<file path="src/design/wts_pkg.sv">
// shared constants, control word type and microcode program for the temperature slope block
package wts_pkg;

   // history ring, DEPTH must be a power of two
   localparam int DEPTH     = 64;
   localparam int WINDOW    = 4;
   localparam int ADDR_W    = $clog2(DEPTH);
   localparam int CNT_W     = $clog2(WINDOW + 1);

   localparam int SAMPLE_W  = 14;
   localparam int LAG_W     = 6;
   localparam int SCALE_W   = 16;
   localparam int RATE_W    = 16;
   localparam int DIFF_W    = 15;
   localparam int AVG_W     = 15;
   localparam int SUM_W     = SAMPLE_W + CNT_W;
   localparam int MAG_W     = SUM_W;
   localparam int RECIP_W   = MAG_W + 1;
   localparam int QP_W      = MAG_W + RECIP_W;
   localparam int QC_W      = MAG_W + CNT_W;
   localparam int AGE_W     = ((ADDR_W > LAG_W) ? ADDR_W : LAG_W) + 1;
   localparam int PROD_W    = DIFF_W + SCALE_W + 1;
   localparam int CSR_W     = 16;
   localparam int CSR_IDX_W = 1;
   localparam int STEP_W    = 4;

   // register indexes
   localparam logic [CSR_IDX_W-1:0] CSR_LAG   = 1'd0;
   localparam logic [CSR_IDX_W-1:0] CSR_SCALE = 1'd1;

   // register reset values
   localparam logic [LAG_W-1:0]   LAG_RESET   = 6'd10;
   localparam logic [SCALE_W-1:0] SCALE_RESET = 16'd256;

   // jump conditions
   localparam logic [2:0] COND_NEXT   = 3'd0;
   localparam logic [2:0] COND_ALWAYS = 3'd1;
   localparam logic [2:0] COND_NO_REQ = 3'd2;
   localparam logic [2:0] COND_MORE   = 3'd3;
   localparam logic [2:0] COND_BUSY   = 3'd4;

   // program steps
   localparam logic [STEP_W-1:0] STEP_IDLE      = 4'd0;
   localparam logic [STEP_W-1:0] STEP_NOW_LOOP  = 4'd1;
   localparam logic [STEP_W-1:0] STEP_NOW_TAIL  = 4'd2;
   localparam logic [STEP_W-1:0] STEP_NOW_MUL   = 4'd3;
   localparam logic [STEP_W-1:0] STEP_NOW_QC    = 4'd4;
   localparam logic [STEP_W-1:0] STEP_NOW_FIX   = 4'd5;
   localparam logic [STEP_W-1:0] STEP_PAST_LOOP = 4'd6;
   localparam logic [STEP_W-1:0] STEP_PAST_TAIL = 4'd7;
   localparam logic [STEP_W-1:0] STEP_PAST_MUL  = 4'd8;
   localparam logic [STEP_W-1:0] STEP_PAST_QC   = 4'd9;
   localparam logic [STEP_W-1:0] STEP_PAST_FIX  = 4'd10;
   localparam logic [STEP_W-1:0] STEP_DIFF      = 4'd11;
   localparam logic [STEP_W-1:0] STEP_MUL       = 4'd12;
   localparam logic [STEP_W-1:0] STEP_HOLD      = 4'd13;
   localparam logic [STEP_W-1:0] STEP_OUT       = 4'd14;

   typedef struct packed {
      logic              idle;
      logic              clr;
      logic              rd;
      logic              base_lag;
      logic              div_mul;
      logic              div_qc;
      logic              div_fix;
      logic              dst_past;
      logic              diff;
      logic              mul;
      logic              out;
      logic [2:0]        cond;
      logic [STEP_W-1:0] target;
   } ctrl_type;

   typedef struct packed {
      logic req_fire;
      logic last_read;
      logic out_busy;
   } flags_type;

   function automatic ctrl_type ucode(input logic [STEP_W-1:0] step);
      ctrl_type c;
      c = '0;
      case (step)
         STEP_IDLE: begin
            c.idle   = 1'b1;
            c.clr    = 1'b1;
            c.cond   = COND_NO_REQ;
            c.target = STEP_IDLE;
         end
         STEP_NOW_LOOP: begin
            c.rd     = 1'b1;
            c.cond   = COND_MORE;
            c.target = STEP_NOW_LOOP;
         end
         STEP_NOW_TAIL: c.cond = COND_NEXT;
         STEP_NOW_MUL:  c.div_mul = 1'b1;
         STEP_NOW_QC:   c.div_qc = 1'b1;
         STEP_NOW_FIX: begin
            c.div_fix = 1'b1;
            c.clr     = 1'b1;
         end
         STEP_PAST_LOOP: begin
            c.rd       = 1'b1;
            c.base_lag = 1'b1;
            c.cond     = COND_MORE;
            c.target   = STEP_PAST_LOOP;
         end
         STEP_PAST_TAIL: c.cond = COND_NEXT;
         STEP_PAST_MUL:  c.div_mul = 1'b1;
         STEP_PAST_QC:   c.div_qc = 1'b1;
         STEP_PAST_FIX: begin
            c.div_fix  = 1'b1;
            c.dst_past = 1'b1;
         end
         STEP_DIFF: c.diff = 1'b1;
         STEP_MUL:  c.mul = 1'b1;
         STEP_HOLD: begin
            c.cond   = COND_BUSY;
            c.target = STEP_HOLD;
         end
         STEP_OUT: begin
            c.out    = 1'b1;
            c.cond   = COND_ALWAYS;
            c.target = STEP_IDLE;
         end
         default: begin
            c.cond   = COND_ALWAYS;
            c.target = STEP_IDLE;
         end
      endcase
      return c;
   endfunction

endpackage

</file>
<file path="src/design/wts_hist.sv">
// sample history ring with per-entry valid bits and registered read
module wts_hist
   import wts_pkg::*;
(
   input  logic                clock,
   input  logic                reset,
   input  logic                wr_en,
   input  logic [ADDR_W-1:0]   wr_addr,
   input  logic [SAMPLE_W-1:0] wr_data,
   input  logic                rd_en,
   input  logic [ADDR_W-1:0]   rd_addr,
   output logic [SAMPLE_W-1:0] rd_data
);

   logic [SAMPLE_W-1:0] mem [DEPTH];
   logic [DEPTH-1:0]    valid_ff;
   logic [SAMPLE_W-1:0] rd_mem_ff;
   logic                rd_valid_ff;

   always_ff @(posedge clock) begin
      if (wr_en) begin
         mem[wr_addr] <= wr_data;
      end
      if (rd_en) begin
         rd_mem_ff <= mem[rd_addr];
      end
   end

   always_ff @(posedge clock) begin
      if (reset) begin
         valid_ff    <= '0;
         rd_valid_ff <= 1'b0;
      end else begin
         if (wr_en) begin
            valid_ff[wr_addr] <= 1'b1;
         end
         if (rd_en) begin
            rd_valid_ff <= valid_ff[rd_addr];
         end
      end
   end

   // never-written slots read as empty
   assign rd_data = rd_valid_ff ? rd_mem_ff : '0;

endmodule

</file>
<file path="src/design/wts_seq.sv">
// microcode step counter and control store
module wts_seq
   import wts_pkg::*;
(
   input  logic      clock,
   input  logic      reset,
   input  flags_type flags,
   output ctrl_type  ctl
);

   logic [STEP_W-1:0] step_ff;
   logic [STEP_W-1:0] step_in;
   logic              take_jump;

   assign ctl = ucode(step_ff);

   always_comb begin
      case (ctl.cond)
         COND_NEXT:   take_jump = 1'b0;
         COND_ALWAYS: take_jump = 1'b1;
         COND_NO_REQ: take_jump = !flags.req_fire;
         COND_MORE:   take_jump = !flags.last_read;
         COND_BUSY:   take_jump = flags.out_busy;
         default:     take_jump = 1'b1;
      endcase
      step_in = take_jump ? ctl.target : step_ff + STEP_W'(1);
   end

   always_ff @(posedge clock) begin
      if (reset) begin
         step_ff <= STEP_IDLE;
      end else begin
         step_ff <= step_in;
      end
   end

endmodule

</file>
<file path="src/design/windowed_temperature_slope_top.sv">
// windowed temperature slope: history ring, two window averages, scaled and saturated rate
//
//   port group   direction   handshake           payload
//   req_*        in          req_valid/req_stall req_sample (14b signed)
//   rsp_*        out         rsp_valid/rsp_stall rsp_rate, rsp_difference, rsp_updated
//   csr_*        in          csr_write           csr_index, csr_data (write only)
//
// each sample runs through the steps of the microcode program in order:
// the accept step, then per average one memory read per window element, a step for the
// last read to land, a reciprocal multiply, a quotient check and a correction with sign;
// then the difference, the rate multiply, a wait step and the output load.
// reset is synchronous; it clears the ring valid bits, the write pointer, the held rate
// and restores lag_periods = 10 and rate_scale = 256.
// a finished transfer sits in the output register while the next sample is taken; the wait
// step ahead of the output load repeats while that register is still stalled.
module windowed_temperature_slope_top
   import wts_pkg::*;
(
   input  logic                        clock,
   input  logic                        reset,
   input  logic                        req_valid,
   output logic                        req_stall,
   input  logic signed [SAMPLE_W-1:0]  req_sample,
   output logic                        rsp_valid,
   input  logic                        rsp_stall,
   output logic signed [RATE_W-1:0]    rsp_rate,
   output logic signed [DIFF_W-1:0]    rsp_difference,
   output logic                        rsp_updated,
   input  logic                        csr_write,
   input  logic [CSR_IDX_W-1:0]        csr_index,
   input  logic [CSR_W-1:0]            csr_data
);

   // saturation limits of the rate
   localparam logic signed [PROD_W-1:0] SAT_HI = PROD_W'((1 <<< (RATE_W - 1)) - 1);
   localparam logic signed [PROD_W-1:0] SAT_LO = PROD_W'(-(1 <<< (RATE_W - 1)));

   ctrl_type  ctl;
   flags_type flags;
   logic      req_fire;

   // configuration registers
   logic [LAG_W-1:0]   lag_ff;
   logic [SCALE_W-1:0] scale_ff;

   // ring addressing
   logic [ADDR_W-1:0]   wp_ff;
   logic [ADDR_W-1:0]   newest_ff;
   logic [CNT_W-1:0]    idx_ff;
   logic [AGE_W-1:0]    age;
   logic [ADDR_W-1:0]   rd_addr;
   logic [SAMPLE_W-1:0] rd_data;
   logic                rd_pend_ff;

   // window accumulation
   logic signed [SUM_W-1:0] sum_ff;
   logic [CNT_W-1:0]        count_ff;

   // reciprocal divide
   logic [RECIP_W-1:0] recip_tab [WINDOW + 1];
   logic [MAG_W-1:0]   mag;
   logic [MAG_W-1:0]   mag_ff;
   logic [QP_W-1:0]    qprod_ff;
   logic [MAG_W-1:0]   q_ff;
   logic [QC_W-1:0]    qc_ff;
   logic [QC_W-1:0]    rem;
   logic [MAG_W-1:0]   q_fix;
   logic [MAG_W-1:0]   q_signed;
   logic [AVG_W-1:0]   avg_in;

   // averages, difference and rate
   logic signed [AVG_W-1:0]  now_avg_ff;
   logic signed [AVG_W-1:0]  past_avg_ff;
   logic [AVG_W:0]           diff_wide;
   logic signed [DIFF_W-1:0] diff_ff;
   logic                     upd_ff;
   logic signed [PROD_W-1:0] prod_ff;
   logic signed [PROD_W-1:0] shifted;
   logic signed [RATE_W-1:0] sat_rate;
   logic signed [RATE_W-1:0] held_rate_ff;

   // output register
   logic                     rsp_valid_ff;
   logic                     rsp_valid_in;
   logic signed [RATE_W-1:0] rsp_rate_ff;
   logic signed [DIFF_W-1:0] rsp_diff_ff;
   logic                     rsp_upd_ff;

   // ---------------- control ----------------

   assign req_stall = !ctl.idle;
   assign req_fire  = req_valid && ctl.idle;

   assign flags.req_fire  = req_fire;
   assign flags.last_read = (idx_ff == CNT_W'(WINDOW - 1));
   assign flags.out_busy  = rsp_valid_ff && rsp_stall;

   wts_seq u_seq (
      .clock (clock),
      .reset (reset),
      .flags (flags),
      .ctl   (ctl)
   );

   // ---------------- configuration ----------------

   always_ff @(posedge clock) begin
      if (reset) begin
         lag_ff   <= LAG_RESET;
         scale_ff <= SCALE_RESET;
      end else if (csr_write) begin
         case (csr_index)
            CSR_LAG:   lag_ff   <= csr_data[LAG_W-1:0];
            CSR_SCALE: scale_ff <= csr_data[SCALE_W-1:0];
            default: ;
         endcase
      end
   end

   // ---------------- history ring ----------------

   always_ff @(posedge clock) begin
      if (reset) begin
         wp_ff <= '0;
      end else if (req_fire) begin
         wp_ff <= wp_ff + ADDR_W'(1);
      end
   end

   always_ff @(posedge clock) begin
      if (req_fire) begin
         newest_ff <= wp_ff;
      end
   end

   // age wraps modulo the ring size, so only the low address bits matter
   assign age     = (ctl.base_lag ? AGE_W'(lag_ff) : '0) + AGE_W'(idx_ff);
   assign rd_addr = newest_ff - age[ADDR_W-1:0];

   wts_hist u_hist (
      .clock   (clock),
      .reset   (reset),
      .wr_en   (req_fire),
      .wr_addr (wp_ff),
      .wr_data (req_sample),
      .rd_en   (ctl.rd),
      .rd_addr (rd_addr),
      .rd_data (rd_data)
   );

   // ---------------- window sum ----------------

   always_ff @(posedge clock) begin
      if (reset) begin
         rd_pend_ff <= 1'b0;
      end else begin
         rd_pend_ff <= ctl.rd;
      end
   end

   // read data lands in the step after its address; empty slots are skipped
   always_ff @(posedge clock) begin
      if (ctl.clr) begin
         idx_ff   <= '0;
         sum_ff   <= '0;
         count_ff <= '0;
      end else begin
         if (ctl.rd) begin
            idx_ff <= idx_ff + CNT_W'(1);
         end
         if (rd_pend_ff && (rd_data != '0)) begin
            sum_ff   <= sum_ff + {{CNT_W{rd_data[SAMPLE_W-1]}}, rd_data};
            count_ff <= count_ff + CNT_W'(1);
         end
      end
   end

   // ---------------- divide by count ----------------

   // floor(2^MAG_W / c): the quotient estimate is at most one short
   assign recip_tab[0] = '0;
   for (genvar g = 1; g <= WINDOW; g++) begin : g_recip
      localparam logic [RECIP_W-1:0] RVAL = RECIP_W'((64'd1 << MAG_W) / g);
      assign recip_tab[g] = RVAL;
   end

   assign mag = sum_ff[SUM_W-1] ? MAG_W'(-sum_ff) : MAG_W'(sum_ff);

   always_ff @(posedge clock) begin
      if (ctl.div_mul) begin
         mag_ff   <= mag;
         qprod_ff <= QP_W'(mag * recip_tab[count_ff]);
      end
      if (ctl.div_qc) begin
         q_ff  <= qprod_ff[MAG_W +: MAG_W];
         qc_ff <= QC_W'(qprod_ff[MAG_W +: MAG_W] * count_ff);
      end
   end

   // remainder check, then sign back; truncation toward zero falls out
   always_comb begin
      rem      = {{CNT_W{1'b0}}, mag_ff} - qc_ff;
      q_fix    = q_ff + MAG_W'(rem >= QC_W'(count_ff));
      q_signed = sum_ff[SUM_W-1] ? (~q_fix + MAG_W'(1)) : q_fix;
      avg_in   = (count_ff == '0) ? '0 : q_signed[AVG_W-1:0];
   end

   always_ff @(posedge clock) begin
      if (ctl.div_fix) begin
         if (ctl.dst_past) begin
            past_avg_ff <= avg_in;
         end else begin
            now_avg_ff <= avg_in;
         end
      end
   end

   // ---------------- difference and rate ----------------

   assign diff_wide = {now_avg_ff[AVG_W-1], now_avg_ff} - {past_avg_ff[AVG_W-1], past_avg_ff};

   always_ff @(posedge clock) begin
      if (ctl.diff) begin
         upd_ff  <= (now_avg_ff != '0) && (past_avg_ff != '0);
         diff_ff <= ((now_avg_ff != '0) && (past_avg_ff != '0)) ?
                    diff_wide[DIFF_W-1:0] : '0;
      end
      if (ctl.mul) begin
         prod_ff <= diff_ff * $signed({1'b0, scale_ff});
      end
   end

   // arithmetic shift floors, then clamp to 16 bits
   always_comb begin
      shifted = prod_ff >>> 8;
      if (shifted > SAT_HI) begin
         sat_rate = SAT_HI[RATE_W-1:0];
      end else if (shifted < SAT_LO) begin
         sat_rate = SAT_LO[RATE_W-1:0];
      end else begin
         sat_rate = shifted[RATE_W-1:0];
      end
   end

   always_ff @(posedge clock) begin
      if (reset) begin
         held_rate_ff <= '0;
      end else if (ctl.out && upd_ff) begin
         held_rate_ff <= sat_rate;
      end
   end

   // ---------------- output register ----------------

   assign rsp_valid_in = ctl.out ? 1'b1 : (rsp_valid_ff && rsp_stall);

   always_ff @(posedge clock) begin
      if (reset) begin
         rsp_valid_ff <= 1'b0;
      end else begin
         rsp_valid_ff <= rsp_valid_in;
      end
   end

   always_ff @(posedge clock) begin
      if (ctl.out) begin
         rsp_rate_ff <= upd_ff ? sat_rate : held_rate_ff;
         rsp_diff_ff <= diff_ff;
         rsp_upd_ff  <= upd_ff;
      end
   end

   assign rsp_valid      = rsp_valid_ff;
   assign rsp_rate       = rsp_rate_ff;
   assign rsp_difference = rsp_diff_ff;
   assign rsp_updated    = rsp_upd_ff;

   // ---------------- checks ----------------

   // one sample at a time: a transfer in closes the input for the next cycle
   a_single_item: assert property (@(posedge clock) disable iff (reset)
      req_valid && !req_stall |=> req_stall)
      else $error("input taken twice in a row");

   // the output register is never loaded over a transfer still waiting
   a_no_overwrite: assert property (@(posedge clock) disable iff (reset)
      ctl.out |-> !rsp_valid_ff)
      else $error("output register overwritten");

   // a result without an update carries a zero difference
   a_diff_when_idle: assert property (@(posedge clock) disable iff (reset)
      rsp_valid && !rsp_updated |-> rsp_difference == '0)
      else $error("difference set without update");

   // the divider never sees a count beyond the window
   a_count_range: assert property (@(posedge clock) disable iff (reset)
      ctl.div_fix |-> count_ff <= CNT_W'(WINDOW))
      else $error("window count out of range");

endmodule
</file>
<file path="config.mk">
export PLATFORM = sky130hd
export DESIGN_NAME = windowed_temperature_slope_top
export DESIGN_NICKNAME = d
export VERILOG_FILES = /design/src/design/wts_pkg.sv /design/src/design/wts_hist.sv /design/src/design/wts_seq.sv /design/src/design/windowed_temperature_slope_top.sv
export SDC_FILE = /design/constraint.sdc
export NUM_CORES = 2
export LEC_CHECK = 0
export CELL_PAD_IN_SITES_DETAIL_PLACEMENT = 0
export CELL_PAD_IN_SITES_GLOBAL_PLACEMENT = 1
export CORE_MARGIN = 3
export CORE_UTILIZATION = 41
export CTS_CLUSTER_SIZE = 12
export DETAILED_ROUTE_END_ITERATION = 12
export DONT_BUFFER_PORTS = 1
export HOLD_SLACK_MARGIN = 0.05
export PLACE_DENSITY_LB_ADDON = 0.1
export SLEW_MARGIN = 20
export SYNTH_ARGS = -nofsm -noshare
export SYNTH_HDL_FRONTEND = slang
export SYNTH_SLANG_ARGS = --single-unit
</file>
<file path="constraint.sdc">
create_clock -name clock -period 9.4 [get_ports clock]
set_input_delay 0.94 -clock clock [delete_from_list [all_inputs] [get_ports clock]]
set_output_delay 0.94 -clock clock [all_outputs]
set_load 0.02 [all_outputs]
</file>
==> results.md <==
* Vias in the first global route at 38.0k
* Max-cap viol count at 0
* Number of synthesized flops with an enable pin at 1087
* CP Class: reg -> reg
* Final Max Slew Viols at 0
* Initial Util at 41.4%
* Final net count at 5410
* Syn avg cell area at 13.6 um2
* Total CTS buffers at 139
* Fin crit share at 84.9%
* Distinct cell type count after synthesis at 77
* Routed WL at 164000 um
* Ys flop type: edfxtp_1
* Total GRT Usage at 20.5%
* CTS Root Cell: clkbuf_16
* Worst relative slew slack at 36.6%
* Asr flop ratio synth at 0%
* Sequential area share after synthesis at 55.4%
* FF+latch count, synth at 1225
* Routability cong. at 0.829
* Worst-path clk slew at 0.06 ns
* Leakage at 27.0 nW
* Area of the mapped netlist at 0.0639 mm2
* Worst-path cell with the longest stage delay: fa_1
* Initial drt markers at 2647
* Rows at 144
* CTS tree: done
* Total Power at 19.0 mW
* CP required at 9.85 ns
* Worst IR Drop VDD at 460 uV
* Fmax achieved at 125 MHz
* I/O pin total at 70
* Worst EP arrival at 8.43 ns
* Initial antenna violation count at 0
* Multi-input logic area at 0.0259 mm2
* First-pass GRT wire length at 248000 um
* YS warnings at 0
* Max FO, Critical Path at 7
* Final hold vios at 0
* Filler cells at 13.9k
* DRT Pass-1 Iters at 5
* Post-route ant nets at 0
* Detailed-route vias per instance at 5.28
* DR WL met2 at 78900 um
* RSZ-0062 raised after global routing: false
* Crit path max-delay family: adder cells
* Worst path max stage delay at 0.61 ns
* DR DRC count at 0
* Layout cells sized above 1 at 12.1%
* Final number of setup-violating endpoints at 0
* Pwr dens at 267 mW/mm2
* Die width at 401 um
* Worst-Margin Slew at 0.944 ns
* Post-CTS Setup Inserts at 0
* Met1 WL at 72900 um
* H-tree depth at 4
* Largest net degree at the start of global routing at 116
* Die area at 0.161 mm2
* Buf/Inv on CP at 4
* Crit path top cell by count: fa_1
* Setup crit end kind: register
* Post-Syn Nets at 5354
* WL met3 at 8050 um
* Most frequent cells in the layout: edfxtp_1 (1087), nand2_1 (543), inv_1 (515)
* Final min period at 7.98 ns
* Storage cell area at 0.0354 mm2
* Hold Path Class: in -> reg
* Grt total ovfl at 0
* Via Count at 36.5k
* Final setup TNS at 0 ns
* Area Overhead vs Synth at 11.2%
* Clk_lat worst skew at 0.75 ns
* Setup Skew at 0.0452 ns
* Commonest non-fill, non-tap cell in the layout: edfxtp_1
* WL/cell at 23.7 um
* Top Metal Used: met4
* Port bufs at 0
* Cts hold-fix bufs at 0
* Area of the core at 0.154 mm2
* Max Buffers Root-to-Sink at 3
* Run status: finished clean
* CTS-repair resized insts at 0
* CP Launch Type: register
* Dpl hpwl at 107000 um
* Num Clock Sinks at 1225
* Die H at 401 um
* Post-Synthesis Cells at 4698
==> cells in the mapped netlist, drive strengths merged (10+ instances only) <==
| master | n | area share, % |
|---|---|---|
| or2 | 12 | 0.12 |
| o31ai | 10 | 0.12 |
| fa | 294 | 9.2 |
| and3 | 45 | 0.44 |
| clkbuf | 139 | 0.82 |
| a211oi | 15 | 0.18 |
| nand2b | 35 | 0.34 |
| nor2b | 34 | 0.33 |
| a21o | 22 | 0.26 |
| or3 | 15 | 0.15 |
| nor2 | 330 | 1.9 |
| edfxtp | 1087 | 51 |
| nand3 | 95 | 0.74 |
| o21a | 13 | 0.15 |
| and2 | 127 | 1.2 |
| buf | 48 | 0.46 |
| nor4 | 17 | 0.18 |
| nand4 | 18 | 0.18 |
| a311oi | 44 | 0.60 |
| a21oi | 118 | 0.93 |
| nor3 | 37 | 0.29 |
| mux4 | 243 | 8.6 |
| mux2i | 45 | 0.70 |
| nand2 | 543 | 3.2 |
| a31oi | 22 | 0.22 |
| xnor2 | 90 | 1.3 |
| inv | 517 | 3.0 |
| xor2 | 52 | 0.71 |
| dfxtp | 138 | 4.3 |
| o21ai | 69 | 0.54 |
| o21ba | 13 | 0.20 |
| ha | 326 | 6.4 |
==> kinds of logic (layout without fill, tap and decap cells) <==
family                   after synthesis  after routing  share of synthesized area (%)
AO/OA/AOI/OAI                        389            389                           4.05
AND/OR/NAND/NOR                     1328           1328                           9.41
XOR/XNOR                             142            142                           1.97
adder cells (fa/ha/maj)              620            620                           15.6
buffers and inverters                704            875                           4.31
multiplexers                         290            290                           9.30
flip-flops                          1225           1225                           55.4
other                                  0              1                              0
==> routing by layer <==
metal	vias to the layer above	global-route usage (%)
li1	16800	-
met1	18700	28.3
met2	747	34.0
met3	183	3.49
met4	0	5.04
met5	-	0
==> power by group <==
group | internal, mW | switching [mW] | leakage (nW)
Clock | 3.03 | 2.25 | 2.17
Sequential | 6.14 | 0.0996 | 11.0
Combinational | 3.24 | 4.24 | 13.8
Total | 12.4 | 6.59 | 27.0
==> stage by stage <==
stage	hold WS, ns	utilization [%]	cells	area (um2)	setup slack [ns]
4_1_cts	0.200	46.0	6912	71100	1.39
2_1_floorplan	0.403	-	4698	63900	2.10
3_3_place_gp	0.444	43.1	6656	66600	1.53
5_1_grt	0.202	46.0	6913	71100	0.966
6_report	0.261	46.1	6914	71100	1.42
3_5_place_dp	0.450	43.1	6656	66600	1.45
==> sequential cells by signal (all words and copies together), names as in the netlist, 14 cells and up <==
signal / cells
qprod_ff: 17
q_ff: 15
sum_ff: 17
u_hist.mem: 896
diff_ff: 15
held_rate_ff: 16
rsp_difference: 15
scale_ff: 16
mag_ff: 17
past_avg_ff: 15
now_avg_ff: 15
u_hist.valid_ff: 64
qc_ff: 20
rsp_rate: 16
u_hist.rd_mem_ff: 14
prod_ff: 24
==> layout make-up <==
| class | instances | area share, % |
|---|---|---|
| antenna | 1 | 0.00352 |
| clock inverter | 55 | 0.841 |
| timing repair buffer | 102 | 1.18 |
| inverter | 517 | 2.73 |
| multi-input combinational | 2769 | 36.4 |
| sequential | 1225 | 49.8 |
| tap | 2044 | 3.60 |
| clock buffer | 201 | 5.44 |
==> final timing paths <==
kind / startpoint / to / slack [ns] / cells after the start
setup / recovery: sum_ff[5]$_SDFFE_PP0P_ / qprod_ff[33]$_DFFE_PP_ / 1.42 / 25
hold / removal: reset / rsp_valid$_SDFF_PP0_ / 0.26 / 1
setup reg to reg: sum_ff[5]$_SDFFE_PP0P_ / qprod_ff[33]$_DFFE_PP_ / 1.42 / 25
hold reg to reg: scale_ff[11]$_SDFFE_PP0P_ / scale_ff[11]$_SDFFE_PP0P_ / 0.46 / 2
(Power assumes the default switching activity.)
